File: src/hdl/assert_macros.svh
// ----------------------------------------------------------------------------
// Assertion macros
// Shared concurrent assertion forms, clocked on clk and disabled during reset.
// ----------------------------------------------------------------------------
`ifndef ASSERT_MACROS_SVH
`define ASSERT_MACROS_SVH

// The property must hold at every clock edge outside reset.
`define SCL_ASSERT(label, prop) \
    label: assert property (@(posedge clk) disable iff (!rst_n) (prop)) \
        else $error("switch code lock property violated");

// When the first condition holds, the second must hold in the next cycle.
`define SCL_ASSERT_NEXT(label, pre, post) \
    label: assert property (@(posedge clk) disable iff (!rst_n) (pre) |=> (post)) \
        else $error("switch code lock property violated");

`endif

File: src/hdl/scl_pkg.sv
// ----------------------------------------------------------------------------
// Switch code lock package
// Widths, codes, defaults and the result type shared by the lock modules.
// ----------------------------------------------------------------------------
`default_nettype none

package scl_pkg;

    localparam int SWITCH_W = 8;
    localparam int PANEL_W = 2;
    localparam int STAGE_OUT_W = 4;

    localparam int CODE_LENGTH_DEFAULT = 4;
    localparam int CODE_LENGTH_MAX = 8;

    localparam logic [SWITCH_W-1:0] SWITCH_NONE = 8'h00;
    localparam logic [SWITCH_W-1:0] UNLOCK_CODE = 8'h01;

    localparam logic [PANEL_W-1:0] PANEL_OFF = 2'b00;
    localparam logic [PANEL_W-1:0] PANEL_UNLOCK = 2'b10;
    localparam logic [PANEL_W-1:0] PANEL_BOTH = 2'b11;

    typedef struct packed {
        logic [SWITCH_W-1:0]    flash_pattern;
        logic                   flash_now;
        logic [PANEL_W-1:0]     panel_level;
        logic                   panel_flash;
        logic [STAGE_OUT_W-1:0] stage_now;
    } result_t;

    // Code byte held after reset at a given position: one switch, moving down.
    function automatic logic [SWITCH_W-1:0] code_reset(input int unsigned idx);
        logic [2:0] sh;
        sh = idx[2:0];
        return 8'h80 >> sh;
    endfunction

endpackage

`default_nettype wire

File: src/hdl/scl_if.sv
// ----------------------------------------------------------------------------
// Switch code lock channels
// Valid/ready channels for switch polls and for lock results.
// ----------------------------------------------------------------------------
`default_nettype none

interface scl_poll_if;
    logic                          valid;
    logic                          ready;
    logic [scl_pkg::SWITCH_W-1:0]  switches;

    modport source (output valid, output switches, input ready);
    modport sink (input valid, input switches, output ready);
endinterface

interface scl_result_if;
    logic                            valid;
    logic                            ready;
    logic [scl_pkg::SWITCH_W-1:0]    flash_pattern;
    logic                            flash_now;
    logic [scl_pkg::PANEL_W-1:0]     panel_level;
    logic                            panel_flash;
    logic [scl_pkg::STAGE_OUT_W-1:0] stage_now;

    modport source (output valid, output flash_pattern, output flash_now,
                    output panel_level, output panel_flash, output stage_now,
                    input ready);
    modport sink (input valid, input flash_pattern, input flash_now,
                  input panel_level, input panel_flash, input stage_now,
                  output ready);
endinterface

`default_nettype wire

File: src/hdl/scl_core.sv
// ----------------------------------------------------------------------------
// Switch code lock core
// Holds the stage, code bytes, shown pattern and panel LEDs, and works out
// the result of one poll combinationally.
// ----------------------------------------------------------------------------
`default_nettype none

`include "assert_macros.svh"

module scl_core #(
    parameter int CODE_LENGTH = scl_pkg::CODE_LENGTH_DEFAULT
) (
    input  wire logic                         clk,
    input  wire logic                         rst_n,
    input  wire logic                         step,
    input  wire logic [scl_pkg::SWITCH_W-1:0] switches,
    output scl_pkg::result_t                  result_next
);

    localparam int STAGE_OPEN = CODE_LENGTH;
    localparam int STAGE_FAILED_I = 2 * CODE_LENGTH + 1;
    localparam int STAGE_W = $clog2(2 * CODE_LENGTH + 2);
    localparam int IDX_W = (CODE_LENGTH > 1) ? $clog2(CODE_LENGTH) : 1;
    localparam logic [STAGE_W-1:0] STAGE_ZERO = '0;
    localparam logic [STAGE_W-1:0] STAGE_ONE = STAGE_W'(1);
    localparam logic [STAGE_W-1:0] STAGE_ENTRY_END = STAGE_W'(STAGE_OPEN);
    localparam logic [STAGE_W-1:0] STAGE_FAILED = STAGE_W'(STAGE_FAILED_I);
    localparam logic [STAGE_W-1:0] STAGE_FIRST_REC = STAGE_W'(STAGE_OPEN + 1);
    localparam logic [IDX_W-1:0] SLOT_FIRST = '0;
    localparam logic [IDX_W-1:0] SLOT_LAST = IDX_W'(CODE_LENGTH - 1);

    logic [STAGE_W-1:0]           stage_reg, stage_next;
    logic [scl_pkg::SWITCH_W-1:0] code_reg [CODE_LENGTH];
    logic [scl_pkg::SWITCH_W-1:0] code_next [CODE_LENGTH];
    logic [scl_pkg::SWITCH_W-1:0] shown_reg, shown_next;
    logic [scl_pkg::PANEL_W-1:0]  panel_reg, panel_next;

    logic [IDX_W-1:0]             entry_idx;
    logic [IDX_W-1:0]             slot;
    logic [scl_pkg::SWITCH_W-1:0] code_or;
    logic                         flash;
    logic [scl_pkg::SWITCH_W-1:0] pattern;
    logic                         fail_flash;

    assign entry_idx = stage_reg[IDX_W-1:0];
    assign slot = IDX_W'(stage_reg - STAGE_FIRST_REC);

    // On the last recorded byte the new byte stands in for the old one.
    always_comb
    begin
        code_or = switches;
        for (int i = 0; i < CODE_LENGTH; i++)
        begin
            if (IDX_W'(i) != slot)
            begin
                code_or = code_or | code_reg[i];
            end
        end
    end

    always_comb
    begin
        stage_next = stage_reg;
        code_next = code_reg;
        shown_next = shown_reg;
        panel_next = panel_reg;
        flash = 1'b0;
        pattern = scl_pkg::SWITCH_NONE;
        fail_flash = 1'b0;

        if (stage_reg < STAGE_ENTRY_END)
        begin
            if (switches == scl_pkg::SWITCH_NONE)
            begin
                flash = 1'b1;
                pattern = shown_reg;
            end
            else if (switches == code_reg[entry_idx])
            begin
                shown_next = shown_reg | switches;
                flash = 1'b1;
                pattern = shown_reg | switches;
                stage_next = stage_reg + STAGE_ONE;
            end
            else
            begin
                stage_next = STAGE_FAILED;
                panel_next = scl_pkg::PANEL_OFF;
                fail_flash = 1'b1;
            end
        end
        else if (stage_reg == STAGE_ENTRY_END)
        begin
            if (switches == scl_pkg::UNLOCK_CODE)
            begin
                panel_next = scl_pkg::PANEL_UNLOCK;
                stage_next = stage_reg + STAGE_ONE;
            end
            else if (switches == scl_pkg::SWITCH_NONE)
            begin
                flash = 1'b1;
                pattern = shown_reg;
            end
        end
        else if (stage_reg < STAGE_FAILED)
        begin
            if (switches != scl_pkg::SWITCH_NONE)
            begin
                if (slot == SLOT_FIRST)
                begin
                    panel_next = scl_pkg::PANEL_BOTH;
                    shown_next = scl_pkg::SWITCH_NONE;
                end
                code_next[slot] = switches;
                if (slot == SLOT_LAST)
                begin
                    flash = 1'b1;
                    pattern = code_or;
                    shown_next = scl_pkg::SWITCH_NONE;
                    stage_next = STAGE_ZERO;
                end
                else
                begin
                    stage_next = stage_reg + STAGE_ONE;
                end
            end
        end
        else
        begin
            stage_next = STAGE_FAILED;
        end

        result_next.flash_pattern = pattern;
        result_next.flash_now = flash;
        result_next.panel_level = panel_next;
        result_next.panel_flash = fail_flash;
        result_next.stage_now = scl_pkg::STAGE_OUT_W'(stage_next);
    end

    always_ff @(posedge clk or negedge rst_n)
    begin
        if (!rst_n)
        begin
            stage_reg <= STAGE_ZERO;
            shown_reg <= scl_pkg::SWITCH_NONE;
            panel_reg <= scl_pkg::PANEL_OFF;
            for (int i = 0; i < CODE_LENGTH; i++)
            begin
                code_reg[i] <= scl_pkg::code_reset(i);
            end
        end
        else if (step)
        begin
            stage_reg <= stage_next;
            shown_reg <= shown_next;
            panel_reg <= panel_next;
            code_reg <= code_next;
        end
    end

    `SCL_ASSERT(a_stage_in_range, stage_reg <= STAGE_FAILED)
    `SCL_ASSERT_NEXT(a_failed_sticks, stage_reg == STAGE_FAILED, stage_reg == STAGE_FAILED)
    `SCL_ASSERT_NEXT(a_fail_enters_failed, step && result_next.panel_flash,
                     stage_reg == STAGE_FAILED && panel_reg == scl_pkg::PANEL_OFF)

endmodule

`default_nettype wire

File: src/hdl/switch_code_lock_top.sv
// ----------------------------------------------------------------------------
// Switch code lock
// Combination lock polled from an 8-bit switch bank, with a poll register,
// a lock core and a result register.
//
//   Channel  Direction  Payload
//   poll     sink       switches
//   result   source     flash_pattern, flash_now, panel_level, panel_flash,
//                       stage_now
//
// One poll item is accepted every cycle when results are taken.
// A poll passes through the poll register, then the result register.
// The lock state is updated in the same cycle as the result register loads.
// A stalled result holds the poll register, which holds the poll channel.
// Reset returns to stage 0 with the default code bytes.
// ----------------------------------------------------------------------------
`default_nettype none

`include "assert_macros.svh"

module switch_code_lock_top #(
    parameter int CODE_LENGTH = scl_pkg::CODE_LENGTH_DEFAULT
) (
    input  wire logic     clk,
    input  wire logic     rst_n,
    scl_poll_if.sink      poll,
    scl_result_if.source  result
);

    logic                         poll_valid_reg, poll_valid_next;
    logic [scl_pkg::SWITCH_W-1:0] switches_reg;
    logic                         res_valid_reg, res_valid_next;
    scl_pkg::result_t             res_reg;
    scl_pkg::result_t             core_result;
    logic                         load;
    logic                         poll_ready;
    logic                         poll_take;

    assign load = poll_valid_reg && (!res_valid_reg || result.ready);
    assign poll_ready = !poll_valid_reg || load;
    assign poll_take = poll.valid && poll_ready;

    assign poll_valid_next = poll_take ? 1'b1 : (load ? 1'b0 : poll_valid_reg);
    assign res_valid_next = load ? 1'b1 : (result.ready ? 1'b0 : res_valid_reg);

    scl_core #(
        .CODE_LENGTH (CODE_LENGTH)
    ) u_core (
        .clk         (clk),
        .rst_n       (rst_n),
        .step        (load),
        .switches    (switches_reg),
        .result_next (core_result)
    );

    always_ff @(posedge clk or negedge rst_n)
    begin
        if (!rst_n)
        begin
            poll_valid_reg <= 1'b0;
            res_valid_reg <= 1'b0;
        end
        else
        begin
            poll_valid_reg <= poll_valid_next;
            res_valid_reg <= res_valid_next;
        end
    end

    always_ff @(posedge clk)
    begin
        if (poll_take)
        begin
            switches_reg <= poll.switches;
        end
        if (load)
        begin
            res_reg <= core_result;
        end
    end

    assign poll.ready = poll_ready;
    assign result.valid = res_valid_reg;
    assign result.flash_pattern = res_reg.flash_pattern;
    assign result.flash_now = res_reg.flash_now;
    assign result.panel_level = res_reg.panel_level;
    assign result.panel_flash = res_reg.panel_flash;
    assign result.stage_now = res_reg.stage_now;

    `SCL_ASSERT(a_ready_when_empty, !res_valid_reg |-> poll_ready)
    `SCL_ASSERT(a_quiet_pattern,
                res_valid_reg |-> (res_reg.flash_now || res_reg.flash_pattern == '0))
    `SCL_ASSERT(a_fail_no_flash,
                res_valid_reg && res_reg.panel_flash |-> !res_reg.flash_now)

endmodule

`default_nettype wire
File: src/flat_wrapper.sv
// flat-port wrapper written by rule: the top's interface ports become plain ports
module switch_code_lock_top_flat 
#(
    parameter int CODE_LENGTH = scl_pkg::CODE_LENGTH_DEFAULT
)
  (clk, rst_n, poll_valid, poll_switches, poll_ready, result_valid, result_flash_pattern, result_flash_now, result_panel_level, result_panel_flash, result_stage_now, result_ready);
  scl_poll_if poll_i ();
  scl_result_if result_i ();
  input  wire logic clk;
  input  wire logic rst_n;
  input wire logic [$bits(poll_i.valid)-1:0] poll_valid;
  input wire logic [$bits(poll_i.switches)-1:0] poll_switches;
  output wire logic [$bits(poll_i.ready)-1:0] poll_ready;
  output wire logic [$bits(result_i.valid)-1:0] result_valid;
  output wire logic [$bits(result_i.flash_pattern)-1:0] result_flash_pattern;
  output wire logic [$bits(result_i.flash_now)-1:0] result_flash_now;
  output wire logic [$bits(result_i.panel_level)-1:0] result_panel_level;
  output wire logic [$bits(result_i.panel_flash)-1:0] result_panel_flash;
  output wire logic [$bits(result_i.stage_now)-1:0] result_stage_now;
  input wire logic [$bits(result_i.ready)-1:0] result_ready;
  assign poll_i.valid = poll_valid;
  assign poll_i.switches = poll_switches;
  assign poll_ready = poll_i.ready;
  assign result_valid = result_i.valid;
  assign result_flash_pattern = result_i.flash_pattern;
  assign result_flash_now = result_i.flash_now;
  assign result_panel_level = result_i.panel_level;
  assign result_panel_flash = result_i.panel_flash;
  assign result_stage_now = result_i.stage_now;
  assign result_i.ready = result_ready;
  switch_code_lock_top #(.CODE_LENGTH(CODE_LENGTH)) u_core (.clk(clk), .rst_n(rst_n), .poll(poll_i), .result(result_i));
endmodule
File: config.mk
export PLATFORM = sky130hd
export DESIGN_NAME = switch_code_lock_top_flat
export DESIGN_NICKNAME = d
export VERILOG_FILES = /design/src/hdl/scl_pkg.sv /design/src/hdl/scl_if.sv /design/src/hdl/scl_core.sv /design/src/hdl/switch_code_lock_top.sv /design/src/flat_wrapper.sv
export VERILOG_INCLUDE_DIRS = /design/src /design/src/hdl
export SDC_FILE = /design/constraint.sdc
export NUM_CORES = 1
export LEC_CHECK = 0
export BUFFER_PORTS_ARGS = -buffer_cell sky130_fd_sc_hd__buf_2
export CAP_MARGIN = 25
export CORE_MARGIN = 4
export CORE_UTILIZATION = 45
export DETAILED_ROUTE_END_ITERATION = 7
export PLACE_DENSITY = 0.66
export SLEW_MARGIN = 10
export SYNTH_ARGS = -nofsm -noshare
export SYNTH_HDL_FRONTEND = slang
export SYNTH_SLANG_ARGS = --single-unit
File: constraint.sdc
create_clock -name clk -period 8.2 [get_ports clk]
set_input_delay 2.46 -clock clk [delete_from_list [all_inputs] [get_ports clk]]
set_output_delay 2.46 -clock clk [all_outputs]
set_load 0.01 [all_outputs]
==> impl_metrics.yaml <==
logic_synthesis:
  synth_simple_gate_area_frac: 0.0956
  async_reset_ff_frac: 0.667
  synth_xor_area_frac: 0.0227
  netlist_instances: 318
  ys_seq_area_frac: 0.507
  syn-cell-area_um2: 3800
  ys_types: 55
  postSynthAreaPerCell_um2: 11.9
  synth_fa_ha_area_frac: 0.0165
  synth_top_family_by_area: "compound AO/OA/AOI/OAI gates"
  yosysWarnings: 0
  synth_compound_area_frac: 0.166
  synthMuxAreaShare: 0.139
  ys.flop_type: "dfrtp_1"
  synth.net_count: 335
  synth_enable_flop_cells: 24
  ys_ff_latch: 72
final_layout:
  fill_cells: 752
  regArea_um2: 1930
  syn_to_final_growth_pct: 10.8
  fin_nets: 356
  largest_reg_flops: 32
  antenna_cells: 0
  drive_gt1_frac: 0.294
  multi_input_area_um2: 1670
  fin_area_um2: 4210
worst_setup_path:
  slowest_stage: "nand3b_1"
  slowest_delay_ns: 0.17
  startpoint: "result_ready"
  required_ns: 5.74
  cpMostUsedCell: "buf_2"
  cp_top_family: "buffers and inverters"
  worstPathCellList: "buf_2 -> nand3b_1 -> buf_2"
  cp-end-kind: "output port"
  cp-start-kind: "input port"
  cp_num_buf_inv: 2
  crit_type: "input port to output port"
  r2r-start: "u_core.u_core.stage_reg[0]"
  arrival_ns: 2.88
  cp_max_fo: 3
die:
  start_util: 0.462
  ios: 30
  core_um2: 8220
  rows: 33
  die-height_um: 99.9
  die_x_um: 99.9
  die-area_um2: 9970
clock_tree:
  cts_resized: 0
  cts_tree: "built"
  worstSkewPairLatency_ns: 0.35
  cts-htree-levels: 3
  post_cts_buffers: 0
  cts_buffers: 9
  clockBufferDepth: 2
  clock-sinks: 72
  root_buffer: "clkbuf_8"
  path_clk_slew_ns: 0.08
  ctsHoldBuffers: 0
placement:
  gp_congestion: 0.844
  portBuffers: 29
  post-place-ws_ns: 2.86
  place_area_um2: 4000
  hpwl_mm: 5.77
grt:
  gr-usage-all-layers: 0.184
  grt_pass1_wl_mm: 14.1
  antenna_found_initial: 0
  grt_max_degree: 37
  grt-ovfl-total: 0
  grt_pass1_vias: 2602
route:
  postRouteAntennaNets: 0
  totalWireLength_mm: 8.55
  first_iter_violations: 178
  remaining_drc_errors: 0
  vias: 2655
  vias_per_cell: 5.91
  wire_per_inst_um: 19.0
  dr.pass1.iters: 4
timing:
  clock_skew_ns: 0.00564
  finalHoldViolCount: 0
  fmax_mhz: 187
  worst_pin_slew_ns: 0.998
  setup_ws_ns: 2.86
  drv_slew: 0
  grt_setup_unrepaired: "false"
  fin_crit_ns: 5.34
  timing.slew.headroom: 0.330
  fin_setup_tns_ns: 0
  finalCritPeriodShare: 0.652
  report.final.setup_viol: 0
power:
  peakVddDrop_uv: 154
  power_leakage_uw: 0.00181
  power_density_nw_per_um2: 269
min_path:
  hp-start: "u_core.u_core.panel_reg[0]"
  hp-class: "register to register"
run:
  max-cap-violations: 0
outcome:
  outcome: "finished clean"
per-stage QoR:
| stage | hold WS [ns] | utilization | power, uW | std cells |
|---|---|---|---|---|
| global route | 0.523 | 0.512 | 1200 | 449 |
| global placement | 0.480 | 0.484 | 837 | 432 |
| CTS | 0.509 | 0.512 | 1140 | 449 |
| floorplan | 0.467 | - | 758 | 318 |
| detailed placement | 0.490 | 0.487 | 848 | 433 |
| finish | 0.506 | 0.512 | 1130 | 449 |
per-layer routing:
| metal | routed length, um | part of all wire | track usage | vias up |
|---|---|---|---|---|
| li1 | - | - | - | 1254 |
| met1 | 4060 | 0.48 | 0.269 | 1298 |
| met2 | 3860 | 0.45 | 0.271 | 89 |
| met3 | 486 | 0.057 | 0.0452 | 14 |
| met4 | 138 | 0.016 | 0.0578 | 0 |
| met5 | 0 | 0 | 0 | - |
cells in the final DEF (no fill, tap or decap), types with 3 or more instances in the layout:
cell type,netlist,routed
inv_1,23,23
o41ai_1,7,7
o21a_1,3,3
nand2_1,11,11
clkbuf_8,0,10
o21ai_0,5,5
mux4_2,8,8
edfxtp_1,24,24
mux2_2,31,31
dfstp_2,4,4
nand2b_1,3,3
xnor2_1,7,7
o22ai_1,9,9
nor3_1,11,11
nor2_1,6,6
o211a_1,7,7
o211ai_1,5,5
nand3_1,6,6
a22o_1,9,9
a21oi_1,13,13
dfrtp_1,44,44
a31oi_1,5,5
buf_2,10,29
a211oi_1,9,9
ha_1,5,5
tightest hold or removal path, stage by stage, from the launching register on:
cell and delay (ns):
dfrtp_1 0.35, nand2_1 0.05, o211ai_1 0.07
final timing paths:
kind / end / slack (ns) / cells past startpoint
hold / removal: u_core.u_core.panel_reg[0] / 0.51 / 2
min in group asynchronous: u_core.result.valid / 2.01 / 1
hold reg to reg: u_core.u_core.panel_reg[0] / 0.51 / 2
setup reg to reg: u_core.result.panel_level[0] / 4.72 / 6
setup / recovery: poll_ready / 2.86 / 3
max in group asynchronous: u_core.u_core.code_reg[31] / 5.62 / 2
layout make-up:
type / count / area share
sequential: 72 / 0.458
multi-input combinational: 200 / 0.397
timing repair buffer: 32 / 0.0428
clock buffer: 11 / 0.0387
tap: 105 / 0.0312
inverter: 24 / 0.0214
clock inverter: 5 / 0.0107
Yosys cell counts, drive strengths merged (9+ instances only):
library cell | count | area, um^2
a21oi | 13 | 65.1
edfxtp | 24 | 721
nand2 | 11 | 41.3
clkbuf | 9 | 33.8
dfrtp | 44 | 1100
a22o | 9 | 78.8
buf | 13 | 76.3
inv | 23 | 86.3
nor3 | 12 | 65.1
o22ai | 9 | 56.3
mux2 | 31 | 349
a211oi | 9 | 67.6
power by group:
part | internal, uW | switching (uW)
Sequential | 452 | 66.7
Clock | 141 | 145
Combinational | 151 | 176
Total | 744 | 388
kinds of logic (layout without fill, tap and decap cells):
kind of cell             count (synthesis)  count (layout)
adder cells (fa/ha/maj)                  5               5
flip-flops                              72              72
multiplexers                            39              39
AND/OR/NAND/NOR                         61              61
AO/OA/AOI/OAI                           86              86
XOR/XNOR                                 9               9
buffers and inverters                   46              72
(Power assumes the default switching activity.)
